<file path="config.mk">
export PLATFORM = sky130hd
export DESIGN_NAME = chained_hash_table
export DESIGN_NICKNAME = d
export VERILOG_FILES = /design/src/sv/cht_pkg.sv /design/src/sv/cht_mod_unit.sv /design/src/sv/cht_node_ram.sv /design/src/sv/chained_hash_table.sv
export SDC_FILE = /design/constraint.sdc
export NUM_CORES = 2
export LEC_CHECK = 0
export ABC_CLOCK_PERIOD_IN_PS = 7260
export BUFFER_PORTS_ARGS = -buffer_cell sky130_fd_sc_hd__buf_2
export CAP_MARGIN = 20
export CORE_MARGIN = 1
export CORE_UTILIZATION = 45
export CTS_BUF_LIST = sky130_fd_sc_hd__clkbuf_8 sky130_fd_sc_hd__clkbuf_16
export DETAILED_ROUTE_END_ITERATION = 8
export GPL_ROUTABILITY_DRIVEN = 1
export PLACE_DENSITY = 0.71
export SETUP_SLACK_MARGIN = 0.5
export SKIP_CTS_REPAIR_TIMING = 1
export SLEW_MARGIN = 30
export SYNTH_ARGS = -nofsm -noshare
export SYNTH_HDL_FRONTEND = slang
export SYNTH_HIERARCHICAL = 1
export SYNTH_SLANG_ARGS = --single-unit
</file>
<file path="constraint.sdc">
create_clock -name clk -period 7.26 [get_ports clk]
set_input_delay 1.089 -clock clk [delete_from_list [all_inputs] [get_ports clk]]
set_output_delay 1.089 -clock clk [all_outputs]
set_load 0.02 [all_outputs]
</file>
<file path="src/sv/cht_pkg.sv">
// Shared types and constants for the chained hash table.
package cht_pkg;

    // Table geometry.
    localparam int BUCKETS    = 16;
    localparam int POOL_NODES = 64;

    // Field widths.
    localparam int KEY_W    = 31;
    localparam int BC_W     = 5;
    localparam int STATUS_W = 2;
    localparam int BUCKET_W = $clog2(BUCKETS);
    localparam int NODE_W   = $clog2(POOL_NODES);
    localparam int CNT_W    = $clog2(POOL_NODES + 1);

    // Bucket count after reset.
    localparam logic [BC_W-1:0] BUCKET_COUNT_RESET = BC_W'(13);

    // Operation codes carried on the input tuser.
    localparam logic KIND_INSERT = 1'b0;
    localparam logic KIND_SEARCH = 1'b1;

    // Result codes carried on the output tuser.
    typedef enum logic [STATUS_W-1:0] {
        STATUS_INSERTED  = 2'd0,
        STATUS_FOUND     = 2'd1,
        STATUS_NOT_FOUND = 2'd2,
        STATUS_POOL_FULL = 2'd3
    } status_t;

    // One node of the pool.
    typedef struct packed {
        logic [KEY_W-1:0]  key;
        logic              has_next;
        logic [NODE_W-1:0] next;
    } node_t;

    // Request to and answer from the modulo unit.
    typedef struct packed {
        logic              start;
        logic [KEY_W-1:0]  key;
        logic [BC_W-1:0]   modulus;
    } mod_req_t;

    typedef struct packed {
        logic                done;
        logic [BUCKET_W-1:0] rem;
    } mod_rsp_t;

    // Sequencer states.
    typedef enum logic [2:0] {
        ST_IDLE,
        ST_HASH_GO,
        ST_HASH_WAIT,
        ST_INS_LINK,
        ST_SRCH_HEAD,
        ST_WALK_RD,
        ST_WALK_EV,
        ST_RESP
    } state_t;

endpackage

</file>
<file path="src/sv/cht_mod_unit.sv">
// Bit-serial restoring modulo unit: key modulo a small modulus, one key bit per cycle.
module cht_mod_unit (
    input  logic              clk,
    input  logic              rst_n,
    input  cht_pkg::mod_req_t req,
    output cht_pkg::mod_rsp_t rsp
);
    import cht_pkg::*;

    localparam int STEP_W = $clog2(KEY_W);

    logic [BC_W-1:0]   rem_reg,  rem_next;
    logic [KEY_W-1:0]  key_reg,  key_next;
    logic [BC_W-1:0]   mod_reg,  mod_next;
    logic [STEP_W-1:0] step_reg, step_next;
    logic              busy_reg, busy_next;
    logic              done_reg, done_next;
    logic [BC_W:0]     trial;
    logic [BC_W:0]     diff;

    // One restoring step: bring in the next key bit and subtract if it fits.
    assign trial = {rem_reg, key_reg[KEY_W-1]};
    assign diff  = trial - {1'b0, mod_reg};

    always_comb
    begin
        rem_next  = rem_reg;
        key_next  = key_reg;
        mod_next  = mod_reg;
        step_next = step_reg;
        busy_next = busy_reg;
        done_next = 1'b0;
        if (req.start)
        begin
            rem_next  = '0;
            key_next  = req.key;
            mod_next  = req.modulus;
            step_next = '0;
            busy_next = 1'b1;
        end
        else if (busy_reg)
        begin
            key_next = {key_reg[KEY_W-2:0], 1'b0};
            if (trial >= {1'b0, mod_reg})
            begin
                rem_next = diff[BC_W-1:0];
            end
            else
            begin
                rem_next = trial[BC_W-1:0];
            end
            step_next = step_reg + 1'b1;
            if (step_reg == STEP_W'(KEY_W - 1))
            begin
                busy_next = 1'b0;
                done_next = 1'b1;
            end
        end
    end

    // Control state is reset; the datapath is not.
    always_ff @(posedge clk or negedge rst_n)
    begin
        if (!rst_n)
        begin
            busy_reg <= 1'b0;
            done_reg <= 1'b0;
            step_reg <= '0;
        end
        else
        begin
            busy_reg <= busy_next;
            done_reg <= done_next;
            step_reg <= step_next;
        end
    end

    always_ff @(posedge clk)
    begin
        rem_reg <= rem_next;
        key_reg <= key_next;
        mod_reg <= mod_next;
    end

    // The remainder is below the modulus, which is at most the bucket count.
    assign rsp.done = done_reg;
    assign rsp.rem  = rem_reg[BUCKET_W-1:0];

endmodule

</file>
<file path="src/sv/cht_node_ram.sv">
// Node pool memory: one write port and one registered read port.
module cht_node_ram (
    input  logic                      clk,
    input  logic                      wr_en,
    input  logic [cht_pkg::NODE_W-1:0] wr_addr,
    input  cht_pkg::node_t            wr_data,
    input  logic [cht_pkg::NODE_W-1:0] rd_addr,
    output cht_pkg::node_t            rd_data
);
    import cht_pkg::*;

    node_t mem [POOL_NODES];

    // Write port.
    always_ff @(posedge clk)
    begin
        if (wr_en)
        begin
            mem[wr_addr] <= wr_data;
        end
    end

    // Read port with registered data.
    always_ff @(posedge clk)
    begin
        rd_data <= mem[rd_addr];
    end

endmodule

</file>
<file path="src/sv/chained_hash_table.sv">
// Top level of the chained hash table: sequencer, bucket table and output register.
//
// Use: each input beat on the s_ channel carries one operation, insert or search, in
// s_tuser and a 31-bit key in s_tdata. Every beat gives exactly one output beat on the
// m_ channel with a status in m_tuser and, for a successful search, the key in m_tdata.
// The bucket is the key modulo bucket_count, which the user writes over the cfg_ channel
// only while idle (the block itself does not enforce this); zero acts as one and values
// above the bucket count built saturate. A pool-full insert goes straight from acceptance
// to the response state. Otherwise the bit-serial modulo unit hashes the key first, then
// each chain node visited costs an address state and an evaluate state (address, then
// registered read of the node memory); the nodes walked are at most the pool size. One
// item is in work at a time: s_tready is high only while the sequencer is idle.
// The finished result sits in an output register; a new beat is accepted while it waits,
// and the next result is held back until m_tready has taken the earlier one.
// Reset empties every bucket, frees the whole pool and sets bucket_count to 13; it takes
// effect at once with no clearing pass, since node contents are only read once written.
module chained_hash_table (
    input  logic                        clk,
    input  logic                        rst_n,
    // Input stream.
    input  logic                        s_tvalid,
    output logic                        s_tready,
    input  logic [31:0]                 s_tdata,  // [30:0] key, [31] zero
    input  logic                        s_tuser,  // [0] kind
    // Output stream.
    output logic                        m_tvalid,
    input  logic                        m_tready,
    output logic [31:0]                 m_tdata,  // [30:0] found_key, [31] zero
    output logic [cht_pkg::STATUS_W-1:0] m_tuser, // [1:0] status
    // Configuration write channel.
    input  logic                        cfg_valid,
    output logic                        cfg_ready,
    input  logic [cht_pkg::BC_W-1:0]    cfg_data  // bucket_count
);
    import cht_pkg::*;

    state_t state_reg, state_next;

    logic [BC_W-1:0]     bc_reg,     bc_next;
    logic                kind_reg,   kind_next;
    logic [KEY_W-1:0]    key_reg,    key_next;
    logic [BUCKET_W-1:0] bucket_reg, bucket_next;
    logic [NODE_W-1:0]   cur_reg,    cur_next;
    logic [NODE_W-1:0]   new_reg,    new_next;
    logic [CNT_W-1:0]    alloc_reg,  alloc_next;
    status_t             res_reg,    res_next;
    logic                out_valid_reg, out_valid_next;
    status_t             out_status_reg, out_status_next;
    logic [KEY_W-1:0]    out_key_reg,    out_key_next;

    logic [BUCKETS-1:0]  used_reg;
    logic [NODE_W-1:0]   head_reg [BUCKETS];
    logic                head_we;

    logic [BC_W-1:0]     modulus;
    mod_req_t            mod_req;
    mod_rsp_t            mod_rsp;

    logic                ram_we;
    logic [NODE_W-1:0]   ram_waddr;
    node_t               ram_wdata;
    node_t               ram_rdata;

    logic                in_beat;
    logic                out_free;
    logic                pool_full;
    logic                head_taken;
    logic                tail_found;

    assign in_beat   = s_tvalid && s_tready;
    assign out_free  = !out_valid_reg || m_tready;
    assign pool_full = alloc_reg >= CNT_W'(POOL_NODES);
    // A new head is needed when the bucket is empty or its head is not older than the new node.
    assign head_taken = used_reg[bucket_reg] && ({1'b0, head_reg[bucket_reg]} < {1'b0, new_reg});
    assign tail_found = !ram_rdata.has_next || (ram_rdata.next >= new_reg);

    // Saturate the bucket count into the range of buckets built.
    always_comb
    begin
        if (bc_reg == '0)
        begin
            modulus = BC_W'(1);
        end
        else if (bc_reg > BC_W'(BUCKETS))
        begin
            modulus = BC_W'(BUCKETS);
        end
        else
        begin
            modulus = bc_reg;
        end
    end

    // Next-state logic of the sequencer.
    always_comb
    begin
        state_next = state_reg;
        case (state_reg)
            ST_IDLE:
            begin
                if (in_beat)
                begin
                    if (s_tuser == KIND_INSERT && pool_full)
                    begin
                        state_next = ST_RESP;
                    end
                    else
                    begin
                        state_next = ST_HASH_GO;
                    end
                end
            end
            ST_HASH_GO:
            begin
                state_next = ST_HASH_WAIT;
            end
            ST_HASH_WAIT:
            begin
                if (mod_rsp.done)
                begin
                    state_next = (kind_reg == KIND_INSERT) ? ST_INS_LINK : ST_SRCH_HEAD;
                end
            end
            ST_INS_LINK:
            begin
                state_next = head_taken ? ST_WALK_RD : ST_RESP;
            end
            ST_SRCH_HEAD:
            begin
                state_next = used_reg[bucket_reg] ? ST_WALK_RD : ST_RESP;
            end
            ST_WALK_RD:
            begin
                if (kind_reg == KIND_SEARCH && {1'b0, cur_reg} >= alloc_reg)
                begin
                    state_next = ST_RESP;
                end
                else
                begin
                    state_next = ST_WALK_EV;
                end
            end
            ST_WALK_EV:
            begin
                if (kind_reg == KIND_INSERT)
                begin
                    state_next = tail_found ? ST_RESP : ST_WALK_RD;
                end
                else if (ram_rdata.key == key_reg || !ram_rdata.has_next)
                begin
                    state_next = ST_RESP;
                end
                else
                begin
                    state_next = ST_WALK_RD;
                end
            end
            ST_RESP:
            begin
                if (out_free)
                begin
                    state_next = ST_IDLE;
                end
            end
            default:
            begin
                state_next = ST_IDLE;
            end
        endcase
    end

    // Datapath and output logic of the sequencer.
    always_comb
    begin
        bc_next         = bc_reg;
        kind_next       = kind_reg;
        key_next        = key_reg;
        bucket_next     = bucket_reg;
        cur_next        = cur_reg;
        new_next        = new_reg;
        alloc_next      = alloc_reg;
        res_next        = res_reg;
        out_valid_next  = out_valid_reg && !m_tready;
        out_status_next = out_status_reg;
        out_key_next    = out_key_reg;
        head_we         = 1'b0;
        ram_we          = 1'b0;
        ram_waddr       = new_reg;
        ram_wdata       = '{key: key_reg, has_next: 1'b0, next: '0};
        mod_req         = '{start: 1'b0, key: key_reg, modulus: modulus};

        if (cfg_valid && cfg_ready)
        begin
            bc_next = cfg_data;
        end

        case (state_reg)
            ST_IDLE:
            begin
                if (in_beat)
                begin
                    kind_next = s_tuser;
                    key_next  = s_tdata[KEY_W-1:0];
                    res_next  = STATUS_POOL_FULL;
                end
            end
            ST_HASH_GO:
            begin
                mod_req.start = 1'b1;
            end
            ST_HASH_WAIT:
            begin
                bucket_next = mod_rsp.rem;
                new_next    = alloc_reg[NODE_W-1:0];
            end
            ST_INS_LINK:
            begin
                // Store the new node and either make it the head or walk to the tail.
                ram_we     = 1'b1;
                alloc_next = alloc_reg + 1'b1;
                res_next   = STATUS_INSERTED;
                cur_next   = head_reg[bucket_reg];
                head_we    = !head_taken;
            end
            ST_SRCH_HEAD:
            begin
                res_next = STATUS_NOT_FOUND;
                cur_next = head_reg[bucket_reg];
            end
            ST_WALK_RD:
            begin
                // The node address goes to the memory in this cycle.
            end
            ST_WALK_EV:
            begin
                if (kind_reg == KIND_INSERT)
                begin
                    if (tail_found)
                    begin
                        ram_we    = 1'b1;
                        ram_waddr = cur_reg;
                        ram_wdata = '{key: ram_rdata.key, has_next: 1'b1, next: new_reg};
                    end
                    else
                    begin
                        cur_next = ram_rdata.next;
                    end
                end
                else if (ram_rdata.key == key_reg)
                begin
                    res_next = STATUS_FOUND;
                end
                else
                begin
                    cur_next = ram_rdata.next;
                end
            end
            ST_RESP:
            begin
                if (out_free)
                begin
                    out_valid_next  = 1'b1;
                    out_status_next = res_reg;
                    out_key_next    = (res_reg == STATUS_FOUND) ? key_reg : '0;
                end
            end
            default:
            begin
            end
        endcase
    end

    // Control registers.
    always_ff @(posedge clk or negedge rst_n)
    begin
        if (!rst_n)
        begin
            state_reg     <= ST_IDLE;
            bc_reg        <= BUCKET_COUNT_RESET;
            alloc_reg     <= '0;
            out_valid_reg <= 1'b0;
            used_reg      <= '0;
        end
        else
        begin
            state_reg     <= state_next;
            bc_reg        <= bc_next;
            alloc_reg     <= alloc_next;
            out_valid_reg <= out_valid_next;
            if (head_we)
            begin
                used_reg[bucket_reg] <= 1'b1;
            end
        end
    end

    // Payload registers and bucket heads.
    always_ff @(posedge clk)
    begin
        kind_reg       <= kind_next;
        key_reg        <= key_next;
        bucket_reg     <= bucket_next;
        cur_reg        <= cur_next;
        new_reg        <= new_next;
        res_reg        <= res_next;
        out_status_reg <= out_status_next;
        out_key_reg    <= out_key_next;
        if (head_we)
        begin
            head_reg[bucket_reg] <= new_reg;
        end
    end

    cht_mod_unit u_mod (
        .clk   (clk),
        .rst_n (rst_n),
        .req   (mod_req),
        .rsp   (mod_rsp)
    );

    cht_node_ram u_ram (
        .clk     (clk),
        .wr_en   (ram_we),
        .wr_addr (ram_waddr),
        .wr_data (ram_wdata),
        .rd_addr (cur_reg),
        .rd_data (ram_rdata)
    );

    // Port drive.
    assign s_tready  = (state_reg == ST_IDLE);
    assign cfg_ready = 1'b1;
    assign m_tvalid  = out_valid_reg;
    assign m_tuser   = out_status_reg;
    assign m_tdata   = {1'b0, out_key_reg};

endmodule

</file>
==> key figures <==
Floorplan
  • Die footprint: 235000 µm²
  • Die H: 484 µm
  • Starting Density: 0.454
  • Core Region: 231000 µm²
  • Die Wd: 484 µm
  • Cell Rows: about 180
  • # IOs: 80

Synthesis
  • Most frequent cell after synthesis: edfxtp_1
  • Distinct cell type count after synthesis: 62
  • Ys async rst share: 0.0143
  • Mapped Area: approximately 100000 µm²
  • Number of synthesized register bits: 2733
  • Simple-gate share of the synthesized area: 0.0198
  • Post-synthesis adder-cell area fraction: 0.00318
  • Avg Cell Area, Syn: 22.0 µm²
  • Post-synth EDFFs: 2647
  • Top cell type by total area after synthesis: edfxtp_1
  • Synth warnings: 6
  • Cells after synthesis: 4752
  • Seq/Total Area, Yosys: 0.777
  • Main area contributors after synthesis: edfxtp_1, mux4_2, a22oi_1, dfxtp_1, mux2_2
  • Complex-gate fraction of the synthesized area: 0.0270
  • Synth top area share: 0.759
  • Mux share of post-synthesis cell area: 0.156
  • Main combinational cell family by area after synthesis: multiplexers
  • Ys flop type: edfxtp_1
  • Syn Nets: 4821
  • Post-Synth XOR/XNOR Area: 0.00326
  • Most frequent cells after synthesis: edfxtp_1, mux4_2, nor2_1

Place
  • # port buffers: between 70 and 80
  • Placed cells: 7773
  • Routability cong.: 0.880
  • Pre-CTS setup slack: 1.68 ns
  • Dpl hpwl: 152 mm

Drt
  • DRC: 0
  • First-pass DRT Iterations: 5
  • Total Routed Length: 263 mm
  • DRT iter0 DRCs: between 6000 and 7000
  • Via count: 51300
  • Met3 routed WL: 28.1 mm
  • M1 WL: 97.1 mm
  • ANT nets after route: 0
  • Met2 wire len: 127 mm
  • Avg WL per Cell: 31.8 µm
  • Via density: just over 6
  • Top routing layer used: met5

Pwr
  • Pwr per Cell Area: 402 nW/µm²
  • Pleak: 37.9 nW
  • VDD IR-drop max: 339 µV
  • Internal power: 32.2 mW
  • Sw Ratio: 0.323
  • Register share of total power: 0.411
  • NetSw: 15.4 mW
  • Clock share of power: 0.290
  • Comb pwr share: 0.299

Critical path
  • Crit path from: new_reg[1]$_DFFE_PN_
  • Crit path required time: 7.82 ns
  • Reg-to-Reg Start: new_reg[1]$_DFFE_PN_
  • Critical Path AT: 6.27 ns
  • CP Capture Type: flip-flop
  • Worst-path maximum fanout: 20
  • FF-to-FF End: u_ram/mem[27][3]$_DFFE_PP_
  • Crit path kind: flip-flop to flip-flop
  • CP Launch Type: flip-flop
  • Setup crit end: u_ram/mem[27][3]$_DFFE_PP_
  • R2R Setup Slk: 1.55 ns
  • Worst r2r path cells: 9

Clock tree
  • Clock root buffer: clkbuf_16
  • Worst skew pair latency: 0.91 ns
  • Clock-pin slew on the worst setup and hold paths: 0.06 ns
  • CTS sink cnt: 2733
  • Num CTS Buffers: 287
  • CTS tree: built
  • Htree depth: 5
  • Buffer levels on the longest clock path: 4

Global routing
  • Total track usage: 0.222
  • Pin count of the biggest net entering global routing: 130
  • Initial antenna violation count: 11
  • First-pass GRT wire length: 373 mm
  • Total gr overflow: 0
  • Number of global-route vias before repair: 51200

Run status
  • Status: finished, final reports clean

Layout
  • Footprint of the multi-input gates: 22500 µm²
  • Fill cells: 17400
  • Share of layout cells above drive strength 1: 0.284
  • FF/Latch Area: 81400 µm²
  • Largest register FFs: approximately 2400
  • Area delta synth->final: 13.2%
  • Final net count: roughly 5100
  • Non-Filler Instances: 8266

STA
  • Worst Tran Pin Value: 1.08 ns
  • Relative slew slack: 0.281
  • Period Utilization, post-route: 0.787
  • Final WS setup: 1.55 ns
  • RSZ-0062 raised after global routing: no
  • Max Slew Vio Count: 0
  • Final min period: 5.71 ns
  • Clk_skew: 0.0537 ns
  • Setup TNS: 0 ns
  • Final hold violations: 0
  • Final setup viols: 0
  • Max Clock Freq: 175 MHz

Run
  • Max Cap Viol: 0

Hold path
  • Min-delay worst type: primary input to asynchronous set/reset pin
power by group through the flow:
stage	sequential, mW	clock, mW	combinational (mW)
global placement	19.8	0	13.9
CTS	19.5	14.0	14.2
finish	19.6	13.8	14.3
detailed placement	19.9	0	14.1
global route	19.6	14.6	14.8
floorplan	19.7	0	9.01
per-stage QoR:
stage,hold slack (ns),utilization,area (µm²),total power [mW]
after detailed placement,0.451,0.476,110000,34.0
final,0.167,0.514,119000,47.6
after global placement,0.442,0.475,110000,33.7
after CTS,0.301,0.514,119000,47.7
after floorplan,0.418,-,105000,28.7
after global routing,0.169,0.514,119000,49.0
how the worst min path moves through the flow:
| stage | endpoint | slack [ns] | depth (start not counted) |
|---|---|---|---|
| floorplan | m_tuser[0]$_DFFE_PP_ | 0.42 | 0 |
| global placement | m_tuser[0]$_DFFE_PP_ | 0.44 | 0 |
| detailed placement | used_reg[3]$_DFFE_PN0P_ | 0.45 | 1 |
| CTS | u_mod/step_reg[0]$_DFFE_PN0P_ | 0.30 | 1 |
| global route | u_mod/step_reg[0]$_DFFE_PN0P_ | 0.17 | 1 |
| finish | u_mod/step_reg[0]$_DFFE_PN0P_ | 0.17 | 1 |
area by class of cell:
cell class,count,area share
clock buffers,307,0.0638
repair buffers,256,0.0166
inverters,28,0.000886
multi-input cells,1730,0.190
flip-flops and latches,2733,0.686
well taps,3026,0.0319
diodes,6,0.000127
clock inverters,180,0.0102
cells by family after synthesis:
kind of cell             count (synthesis)
AO/OA/AOI/OAI                          410
XOR/XNOR                                39
adder cells (fa/ha/maj)                 26
buffers and inverters                  289
flip-flops                            2733
multiplexers                           810
other                                    2
AND/OR/NAND/NOR                        443
layout by cell type, fill, tap and decap left out, drive strengths merged, types with 15 or more instances in the layout:
master / synthesis / final
clkbuf: 108 / 307
o221ai: 33 / 33
ha: 25 / 25
a21oi: 78 / 78
nand3: 19 / 19
clkinv: 0 / 92
a22oi: 139 / 139
nor2b: 27 / 27
buf: 153 / 256
nor2: 152 / 152
o21ai: 15 / 15
nand2: 116 / 116
dfrtp: 36 / 36
o22ai: 101 / 101
bufinv: 0 / 16
and2: 35 / 35
mux2: 99 / 99
nand2b: 19 / 19
nor3: 26 / 26
mux4: 641 / 641
edfxtp: 2647 / 2647
dfxtp: 47 / 47
inv: 28 / 98
mux2i: 70 / 70
xnor2: 30 / 30
metal layers:
layer  track usage  up-vias
li1              -    20600
met1         0.296    27300
met2         0.354     2955
met3        0.0525      482
met4        0.0899        4
met5             0        -
critical path: stages (launching register included):
cell	delay [ns]
edfxtp_1	0.81
inv_1	0.25
ha_1	0.36
a2111oi_0	0.44
nand4b_1	0.20
a311o_2	0.66
mux2_2	0.57
nand3b_1	0.71
nor2_4	0.86
buf_4	0.46
(Power assumes the default switching activity.)
